<file path="src/rtl/cdq_pkg.sv">
// ----------------------------------------------------------------------------
// cdq_pkg
// Types and codes shared by the circular deque modules.
// ----------------------------------------------------------------------------
`default_nettype none

package cdq_pkg;

	localparam int DATA_W = 32;

	// Operation codes.
	localparam logic [1:0] OP_INS_FRONT = 2'd0;
	localparam logic [1:0] OP_INS_REAR  = 2'd1;
	localparam logic [1:0] OP_REM_FRONT = 2'd2;
	localparam logic [1:0] OP_REM_REAR  = 2'd3;

	// Status codes.
	localparam logic [1:0] ST_DONE  = 2'd0;
	localparam logic [1:0] ST_FULL  = 2'd1;
	localparam logic [1:0] ST_EMPTY = 2'd2;

	typedef struct packed {
		logic [1:0]               op;
		logic signed [DATA_W-1:0] value;
	} in_t;

	typedef struct packed {
		logic signed [DATA_W-1:0] data;
		logic [1:0]               status;
	} out_t;

	// Decision of the controller for one request.
	typedef struct packed {
		logic       we;
		logic       re;
		logic [1:0] status;
	} cmd_t;

endpackage

`default_nettype wire

</file>
<file path="src/rtl/cdq_mem.sv">
// ----------------------------------------------------------------------------
// cdq_mem
// Element store: one write and one read through a shared address, with registered read data.
// ----------------------------------------------------------------------------
`default_nettype none

module cdq_mem #(
	parameter int DEPTH = 4,
	parameter int AW    = 2
) (
	input  wire logic                             clk,
	input  wire logic                             we,
	input  wire logic                             re,
	input  wire logic [AW-1:0]                    addr,
	input  wire logic signed [cdq_pkg::DATA_W-1:0] wdata,
	output logic signed [cdq_pkg::DATA_W-1:0]      rdata
);

	logic [cdq_pkg::DATA_W-1:0] mem [DEPTH];

	always_ff @(posedge clk) begin
		if (we) begin
			mem[addr] <= wdata;
		end
	end

	// The read data holds until the next read, so a stalled result keeps it.
	always_ff @(posedge clk) begin
		if (re) begin
			rdata <= mem[addr];
		end
	end

endmodule

`default_nettype wire

</file>
<file path="src/rtl/cdq_ctrl.sv">
// ----------------------------------------------------------------------------
// cdq_ctrl
// Head, tail and occupancy registers; decides each request's memory access.
// ----------------------------------------------------------------------------
`default_nettype none

module cdq_ctrl #(
	parameter int DEPTH = 4,
	parameter int AW    = 2
) (
	input  wire logic          clk,
	input  wire logic          arst_n,
	input  wire logic          accept,
	input  wire logic [1:0]    op,
	output cdq_pkg::cmd_t      cmd,
	output logic [AW-1:0]      addr
);

	localparam int OCC_W = $clog2(DEPTH + 1);
	localparam logic [AW-1:0]    LAST_IDX = AW'(DEPTH - 1);
	localparam logic [OCC_W-1:0] FULL_OCC = OCC_W'(DEPTH);
	localparam logic [OCC_W-1:0] ONE_OCC  = OCC_W'(1);

	logic [AW-1:0]    head_q, tail_q, head_d, tail_d;
	logic [OCC_W-1:0] occ_q, occ_d;
	logic [AW-1:0]    head_dec, head_inc, tail_dec, tail_inc;

	assign head_dec = (head_q == '0) ? LAST_IDX : head_q - AW'(1);
	assign head_inc = (head_q == LAST_IDX) ? '0 : head_q + AW'(1);
	assign tail_dec = (tail_q == '0) ? LAST_IDX : tail_q - AW'(1);
	assign tail_inc = (tail_q == LAST_IDX) ? '0 : tail_q + AW'(1);

	always_comb begin
		cmd    = '{we: 1'b0, re: 1'b0, status: cdq_pkg::ST_DONE};
		addr   = '0;
		head_d = head_q;
		tail_d = tail_q;
		occ_d  = occ_q;
		unique case (op) inside
			cdq_pkg::OP_INS_FRONT, cdq_pkg::OP_INS_REAR: begin
				if (occ_q == FULL_OCC) begin
					cmd.status = cdq_pkg::ST_FULL;
				end else begin
					cmd.we = 1'b1;
					occ_d  = occ_q + ONE_OCC;
					// An insert into an empty deque always lands in entry zero.
					if (occ_q == '0) begin
						head_d = '0;
						tail_d = '0;
						addr   = '0;
					end else if (op == cdq_pkg::OP_INS_FRONT) begin
						head_d = head_dec;
						addr   = head_dec;
					end else begin
						tail_d = tail_inc;
						addr   = tail_inc;
					end
				end
			end
			cdq_pkg::OP_REM_FRONT, cdq_pkg::OP_REM_REAR: begin
				if (occ_q == '0) begin
					cmd.status = cdq_pkg::ST_EMPTY;
				end else begin
					cmd.re = 1'b1;
					occ_d  = occ_q - ONE_OCC;
					addr   = (op == cdq_pkg::OP_REM_FRONT) ? head_q : tail_q;
					if (occ_q == ONE_OCC) begin
						head_d = '0;
						tail_d = '0;
					end else if (op == cdq_pkg::OP_REM_FRONT) begin
						head_d = head_inc;
					end else begin
						tail_d = tail_dec;
					end
				end
			end
			default: begin
				cmd.status = cdq_pkg::ST_DONE;
			end
		endcase
	end

	always_ff @(posedge clk or negedge arst_n) begin
		if (!arst_n) begin
			head_q <= '0;
			tail_q <= '0;
			occ_q  <= '0;
		end else if (accept) begin
			head_q <= head_d;
			tail_q <= tail_d;
			occ_q  <= occ_d;
		end
	end

	a_occ_range: assert property (@(posedge clk) disable iff (!arst_n)
		occ_q <= FULL_OCC)
		else $error("occupancy exceeds depth");

	a_empty_ptrs: assert property (@(posedge clk) disable iff (!arst_n)
		(occ_q == '0) |-> (head_q == '0 && tail_q == '0))
		else $error("empty deque with nonzero pointers");

	a_one_elem: assert property (@(posedge clk) disable iff (!arst_n)
		(occ_q == ONE_OCC) |-> (head_q == tail_q))
		else $error("single element with head and tail apart");

	a_hold: assert property (@(posedge clk) disable iff (!arst_n)
		!accept |=> (occ_q == $past(occ_q) && head_q == $past(head_q)))
		else $error("pointers moved without a request");

endmodule

`default_nettype wire

</file>
<file path="src/rtl/circular_deque.sv">
// ----------------------------------------------------------------------------
// circular_deque
// Double-ended queue of DEPTH signed 32-bit words in a circular memory.
// ----------------------------------------------------------------------------
// Each request inserts at the front or rear or removes from the front or rear
// and yields exactly one response: the removed word with status done, zero
// with status done for an insert, or zero with status full or empty when the
// request is refused. One request is taken per cycle when responses are taken
// as they come; stage 1 registers the pointer update and memory access, and
// the response register takes the registered memory read. A stalled response
// holds back the next request only once the stage between the memory and the
// response register is occupied as well.
// ----------------------------------------------------------------------------
`default_nettype none

module circular_deque #(
	parameter int DEPTH = 4
) (
	input  wire logic            clk,
	input  wire logic            arst_n,
	input  wire logic            req_valid,
	output logic                 req_stall,
	input  wire cdq_pkg::in_t    req,
	output logic                 rsp_valid,
	input  wire logic            rsp_stall,
	output cdq_pkg::out_t        rsp
);

	localparam int AW = (DEPTH > 1) ? $clog2(DEPTH) : 1;

	cdq_pkg::cmd_t                 cmd;
	logic [AW-1:0]                 addr;
	logic                          accept;
	logic                          s1_adv;
	logic                          vld_s1;
	logic                          rd_s1;
	logic [1:0]                    status_s1;
	logic signed [cdq_pkg::DATA_W-1:0] rdata;

	assign s1_adv    = !rsp_valid || !rsp_stall;
	assign req_stall = vld_s1 && !s1_adv;
	assign accept    = req_valid && !req_stall;

	cdq_ctrl #(.DEPTH(DEPTH), .AW(AW)) u_ctrl (
		.clk    (clk),
		.arst_n (arst_n),
		.accept (accept),
		.op     (req.op),
		.cmd    (cmd),
		.addr   (addr)
	);

	cdq_mem #(.DEPTH(DEPTH), .AW(AW)) u_mem (
		.clk   (clk),
		.we    (accept && cmd.we),
		.re    (accept && cmd.re),
		.addr  (addr),
		.wdata (req.value),
		.rdata (rdata)
	);

	// Stage 1 waits for the memory read; its payload needs no reset.
	// An empty stage 1 takes a request even while the response is stalled.
	always_ff @(posedge clk or negedge arst_n) begin
		if (!arst_n) begin
			vld_s1 <= 1'b0;
		end else if (s1_adv || !vld_s1) begin
			vld_s1 <= accept;
		end
	end

	always_ff @(posedge clk) begin
		if (accept) begin
			rd_s1     <= cmd.re;
			status_s1 <= cmd.status;
		end
	end

	always_ff @(posedge clk or negedge arst_n) begin
		if (!arst_n) begin
			rsp_valid <= 1'b0;
		end else if (s1_adv) begin
			rsp_valid <= vld_s1;
		end
	end

	always_ff @(posedge clk) begin
		if (s1_adv && vld_s1) begin
			rsp.data   <= rd_s1 ? rdata : '0;
			rsp.status <= status_s1;
		end
	end

	a_no_loss: assert property (@(posedge clk) disable iff (!arst_n)
		(vld_s1 && !s1_adv) |=> vld_s1)
		else $error("stage 1 dropped a pending response");

	a_stall_cause: assert property (@(posedge clk) disable iff (!arst_n)
		req_stall |-> (rsp_valid && rsp_stall))
		else $error("request stalled without a blocked response");

	a_rd_zero_status: assert property (@(posedge clk) disable iff (!arst_n)
		(vld_s1 && rd_s1) |-> (status_s1 == cdq_pkg::ST_DONE))
		else $error("read issued for a refused request");

endmodule

`default_nettype wire

</file>
<file path="config.mk">
export PLATFORM = sky130hd
export DESIGN_NAME = circular_deque
export DESIGN_NICKNAME = d
export VERILOG_FILES = /design/src/rtl/cdq_pkg.sv /design/src/rtl/cdq_mem.sv /design/src/rtl/cdq_ctrl.sv /design/src/rtl/circular_deque.sv
export SDC_FILE = /design/constraint.sdc
export NUM_CORES = 1
export LEC_CHECK = 0
export ABC_AREA = 1
export BUFFER_PORTS_ARGS = -buffer_cell sky130_fd_sc_hd__clkbuf_2
export CAP_MARGIN = 30
export CORE_ASPECT_RATIO = 0.5
export CORE_UTILIZATION = 29
export DETAILED_ROUTE_END_ITERATION = 16
export GPL_TIMING_DRIVEN = 1
export SLEW_MARGIN = 30
export SYNTH_ARGS = -nofsm -noshare
export SYNTH_HDL_FRONTEND = slang
export SYNTH_SLANG_ARGS = --single-unit
</file>
<file path="constraint.sdc">
create_clock -name clk -period 12.9 [get_ports clk]
set_clock_uncertainty 0.15 [all_clocks]
set_input_delay 2.58 -clock clk [delete_from_list [all_inputs] [get_ports clk]]
set_output_delay 2.58 -clock clk [all_outputs]
set_load 0.01 [all_outputs]
</file>
# After elaboration in Yosys (flattened, before gate mapping)
# Memories as Yosys holds them, arrays and structs flattened. A register that Yosys moved wholly into a read port is not among the register bits.
# Cells that the tools add are included.
dict set report word_totals {
  ff_bits 46
  latchBits 0
  ram_bits 128
  mem_bits_ro 0
  inputBits 38
  output_inout_bits 36
  word_cells 87
  n_memories 1
}
dict set report op_classes {
  add_sub_neg 6
  multipliers 0
  div_mod_pow 0
  n_lt_le_gt_ge 0
  n_eq_ne 13
  shift 0
  mux 36
  bitwise_logic 0
  reduce_logical 22
}
# name depth word_bits read_ports rd_ports_with_merged_regs wr line_no
set memory_table {}
lappend memory_table {u_mem.mem 4 32 1 1 1 cdq_mem.sv:19} ;# logic [cdq_pkg::DATA_W-1:0] mem [DEPTH];
# op n
set ops {}
lappend ops {{two-way mux 2 bit} 22}
lappend ops {{one-hot mux 2 bit (2 select lines)} 4}
lappend ops {{AND reduction 6 bit} 2}
lappend ops {{== test 2 bit (second input constant)} 4}
lappend ops {{two-way mux 1 bit} 7}
lappend ops {{logical NOT 2 bit} 3}
lappend ops {{two-way mux 3 bit} 2}
lappend ops {{inequality test 3 x 1 -> 1 bit (second input constant)} 2}
lappend ops {{inequality test 3 bit (second input constant)} 2}
lappend ops {{one-hot mux 3 bit (2 select lines)} 1}
lappend ops {{logical AND 1 bit} 5}
lappend ops {{logical NOT 1 bit} 5}
lappend ops {{adder 2 x 1 -> 2 bit (second input constant)} 2}
lappend ops {{inequality test 2 bit (second input constant)} 2}
lappend ops {{AND reduction 4 bit} 1}
lappend ops {{OR reduction 2 bit} 2}
lappend ops {{subtractor 2 x 1 -> 2 bit (second input constant)} 2}
lappend ops {{adder 3 x 1 -> 3 bit (second input constant)} 1}
lappend ops {{== test 3 x 1 -> 1 bit (second input constant)} 1}
lappend ops {{== test 3 bit (second input constant)} 1}
lappend ops {{logical NOT 3 bit} 1}
lappend ops {{subtractor 3 x 1 -> 3 bit (second input constant)} 1}
lappend ops {{== test 2 x 1 -> 1 bit (second input constant)} 1}
lappend ops {{logical OR 1 bit} 2}
lappend ops {{nonzero test 2 bit} 1}

# Depth between registers and ports, before layout
dict set report depth {
  ltp_word 9
  ltp_mapped 12
  ltp_nobuf 10
}

# By module
# Synthesis repeated with hierarchy kept, for this count alone.
dict set report unflattened {
  hier_cells 694
  area_unflattened_um2 8209.1
}
# mod instances cells_per_inst area_each_um2 seq_area_each_um2
set by_module_without_submodules {}
lappend by_module_without_submodules {cdq_mem 1 476 6033.3 4804.6}
lappend by_module_without_submodules {circular_deque 1 119 1486.4 1161.1}
lappend by_module_without_submodules {cdq_ctrl 1 99 689.4 175.2}

# Worst setup path before layout
# No wires, ideal clock.
dict set report synth_path {
  path_type {in2reg}
  from {in req[33] (netlist name)}
  to {mem u_mem.mem[2][0] (netlist name) (enable)}
  setup_time_ns 0.461
  t_arrival_ns 5.555
  required_ns 12.289
  slack_ns 6.734
  cell_stages 8
  n_path_buf 3
  path_cell_list {buf_4 -> inv_2 -> a21oi_4 -> nand3_1 -> nand2_2 -> buf_6 -> buf_6 -> nor3_1}
}
dict set report synth_via {
  elab_chain_cells 6
  elab_cells_between_ends 16
  cone_classes {3 x eq/ne; 9 x mux; 4 x reduce/logical}
}
# element line_no
set synth_rtl {}
lappend synth_rtl {{from (decl)} circular_deque.sv:23} ;# input wire cdq_pkg::in_t req,
lappend synth_rtl {{== test 2 x 1 -> 1 bit (no source line) / logical NOT 2 bit (equally long branches)} -}
lappend synth_rtl {{OR reduction 2 bit} cdq_ctrl.sv:39} ;# unique case (op) inside
lappend synth_rtl {{two-way mux 1 bit} cdq_ctrl.sv:39}
lappend synth_rtl {{logical AND 1 bit} circular_deque.sv:55} ;# .we (accept && cmd.we),
lappend synth_rtl {{two-way mux 1 bit} cdq_mem.sv:22} ;# if (we) begin
lappend synth_rtl {{two-way mux 1 bit (implied by the code)} cdq_mem.sv:23} ;# mem[addr] <= wdata;
lappend synth_rtl {{to (decl)} cdq_mem.sv:19}
# Several ways; a longest one is shown, not always the timed one.

# Final worst setup path
dict set report layout_path {
  from {in rsp_stall}
  to {out req_stall}
}
dict set report layout_via {
  elab_chain_cells 4
}
# element line_no
set layout_rtl {}
lappend layout_rtl {{from (decl)} circular_deque.sv:25} ;# input wire logic rsp_stall,
lappend layout_rtl {{logical NOT 1 bit} circular_deque.sv:40} ;# assign s1_adv = !rsp_valid || !rsp_stall;
lappend layout_rtl {{logical OR 1 bit} circular_deque.sv:40}
lappend layout_rtl {{logical NOT 1 bit} circular_deque.sv:41} ;# assign req_stall = vld_s1 && !s1_adv;
lappend layout_rtl {{logical AND 1 bit} circular_deque.sv:41}
lappend layout_rtl {{to (decl)} circular_deque.sv:22} ;# output logic req_stall,
# No other way between the ends.

==> reports/metrics.csv <==
metric,value,unit
core_area,27870,µm²
slew_headroom,53.40,%
cts-resized-gates,0,
post-place-cells,1122,
cts_buffer_depth,3,
status,"finished, final reports clean",
design_area,9932,µm²
first_pass_iters,5,
hp-class,reg2reg,
worst_pin_slew,699.0,ps
die_area,29260,µm²
crit_path_max_incr_delay,120,ps
grt_pass1_wl,25230,µm
hold_viol,0,
synth_cell_type_count,26,
die_width,240.9,µm
synth_area_leader_cell,edfxtp_1,
vias,5017,
layout-drive-gt1-share,17.41,%
clk_pin_slew,60,ps
die_h,121.5,µm
viasPerCell,4.314,
drt_first_iter_violations,316,
yosys_warnings,0,
cp.arrival,3100,ps
r2r-start,u_ctrl.occ_q[0],
yosys.area_share.simple,17.91,%
synth_fa_ha_area_share,1.209,%
report.final.slew_viol_count,0,
ys_seq_elements,206,
grt_pass1_vias,4969,
ys_seq_area_share,74.20,%
path_cells,clkbuf_2 -> nand2_1 -> inv_1 -> nand2_1 -> inv_1 -> clkbuf_2,
postCtsSetupBuffers,0,
whs_endpoint,rsp[0],
power_density,211.5,nW/µm²
crit_path_end_kind,output pin,
clock-root-buffer,clkbuf_16,
gr-usage-met1,13.42,%
numCtsBuffers,22,
fp-row-count,43,
holdBufCountCts,0,
clk_latency,510,ps
n_antenna_cell,0,
ant_nets,0,
io_buffers,73,
path_class,in2out,
synth_xor_area_share,0.4233,%
grt-busiest-layer,met2,
cp_max_fo,3,
finalWirelength,15820,µm
slowest_stage,clkbuf_2,
synth.area.mux_share,0,%
synth_nets,733,
synthesis.area,8277,µm²
grt_overflow_total,0,
cp-start-kind,input port,
synth_top_area_share,71.47,%
use_met2,19.23,%
rsz0062_at_grt,no,
synth.area.top_cells,"edfxtp_1 (71%), nand2_1 (13%), nand3_1 (4.2%)",
vdd_drop_max,0.1018,mV
synth_top_family_by_area,simple AND/OR/NAND/NOR gates,
syn_area_per_cell,12.05,µm²
grtUsageTotal,10.96,%
fmax,171.5,MHz
wire_per_inst,13.60,µm
hold_start,status_s1[0],
synthCells,687,
grt_max_degree,66,
finalSetupViolations,0,
pin_count,74,
layout_common_cells,"nand2_1 (281), edfxtp_1 (197), clkbuf_2 (73)",
htree_levels,1,
post-dp-hpwl,9910,µm
finalCritPeriodShare,45.21,%
antenna_found_initial,0,
total_leakage_power,4.166,nW
rrSetupSlack,9250,ps
initial_core_util,29.70,%
gp_congestion,0.8312,
drv_cap,0,
stdcell_count,1163,
area.growth.synth_to_final,20.00,%
synth_compound_area_share,1.784,%
final_common_cell,nand2_1,
placed_cell_area,9139,µm²
crit_required,10170,ps
fin_tns_setup,0,ps
min_period,5832,ps
hold_depth,0,
met3_usage,2.025,%
cts_sinks,206,
drc,0,
rr_worst_depth,10,
regToRegEndpoint,u_mem.mem[1][7],
fin_nets,811,
tritoncts,done,
-- worst max-delay path by stage --
stage	start	endpoint	cells past startpoint
2_1_floorplan	req[33]	u_mem.mem[2][0]	8
3_3_place_gp	rsp_stall	req_stall	6
3_5_place_dp	rsp_stall	req_stall	6
4_1_cts	rsp_stall	req_stall	6
5_1_grt	rsp_stall	req_stall	6
6_report	rsp_stall	req_stall	6
-- synthesized netlist by cell type --
library cell,number
nand2_1,281
edfxtp_1,197
nand3_1,69
inv_1,45
buf_2,20
o21ai_0,11
dfrtp_1,9
nor2_1,9
ha_1,8
buf_4,4
buf_6,4
inv_2,4
a21oi_1,3
a21oi_2,3
clkbuf_1,3
xor2_1,3
nand2_2,2
nor3_1,2
nor3_2,2
o21ai_1,2
a21oi_4,1
o21a_1,1
o21ai_2,1
o2bb2ai_1,1
or2_2,1
xnor2_1,1
-- critical path, delay by kind of cell --
kind	cells	cell delay, ps
buf+inv	4	370
simple gates	2	150
-- flip-flops by register name (all words and copies together) (netlist names) --
signal	flops
rd_s1	1
u_mem.mem	128
u_ctrl.tail_q	2
vld_s1	1
rsp	34
status_s1	2
u_ctrl.head_q	2
u_mem.rdata	32
rsp_valid	1
u_ctrl.occ_q	3
-- final cells by class --
type                            count  area [µm²]
Timing Repair Buffer               85       535.5
Tap cell                          382       478.0
Multi-Input combinational cell    401        1828
Fill cell                        2742       17940
Clock buffer                       25       561.8
Clock inverter                     15       203.9
Inverter                           49       183.9
Sequential cell                   206        6141
-- through the flow --
step / power [mW] / worst slack [ps] / hold WS [ps] / utilization [%]
after global routing: 2.232 / 6969 / 292.8 / 35.64
after global placement: 1.415 / 7076 / 254.8 / 32.50
after detailed placement: 1.459 / 7064 / 257.4 / 32.79
after CTS: 2.123 / 7063 / 271.3 / 35.54
after floorplan: 1.302 / 6734 / 250.3 / -
final: 2.100 / 7068 / 269.1 / 35.64
-- routing by layer --
layer	wire length, µm	part of all wire [%]
met5	0	0
met4	418	2.6
met3	661	4.2
met2	7897	50
met1	6837	43
-- cell families (layout without fill, tap and decap cells) --
kind of cell	Yosys count	after routing
flip-flops	206	206
buffers and inverters	80	174
AND/OR/NAND/NOR	366	366
AO/OA/AOI/OAI	23	23
adder cells (fa/ha/maj)	8	8
XOR/XNOR	4	4
-- report_power, final --
group / total (mW) / internal, mW / switching (mW) / leakage (nW)
Sequential: 0.895 / 0.863 / 0.0316 / 1.93
Combinational: 0.547 / 0.177 / 0.370 / 1.86
Clock: 0.659 / 0.413 / 0.246 / 0.373
Total: 2.10 / 1.45 / 0.647 / 4.17
(Power assumes the default switching activity.)
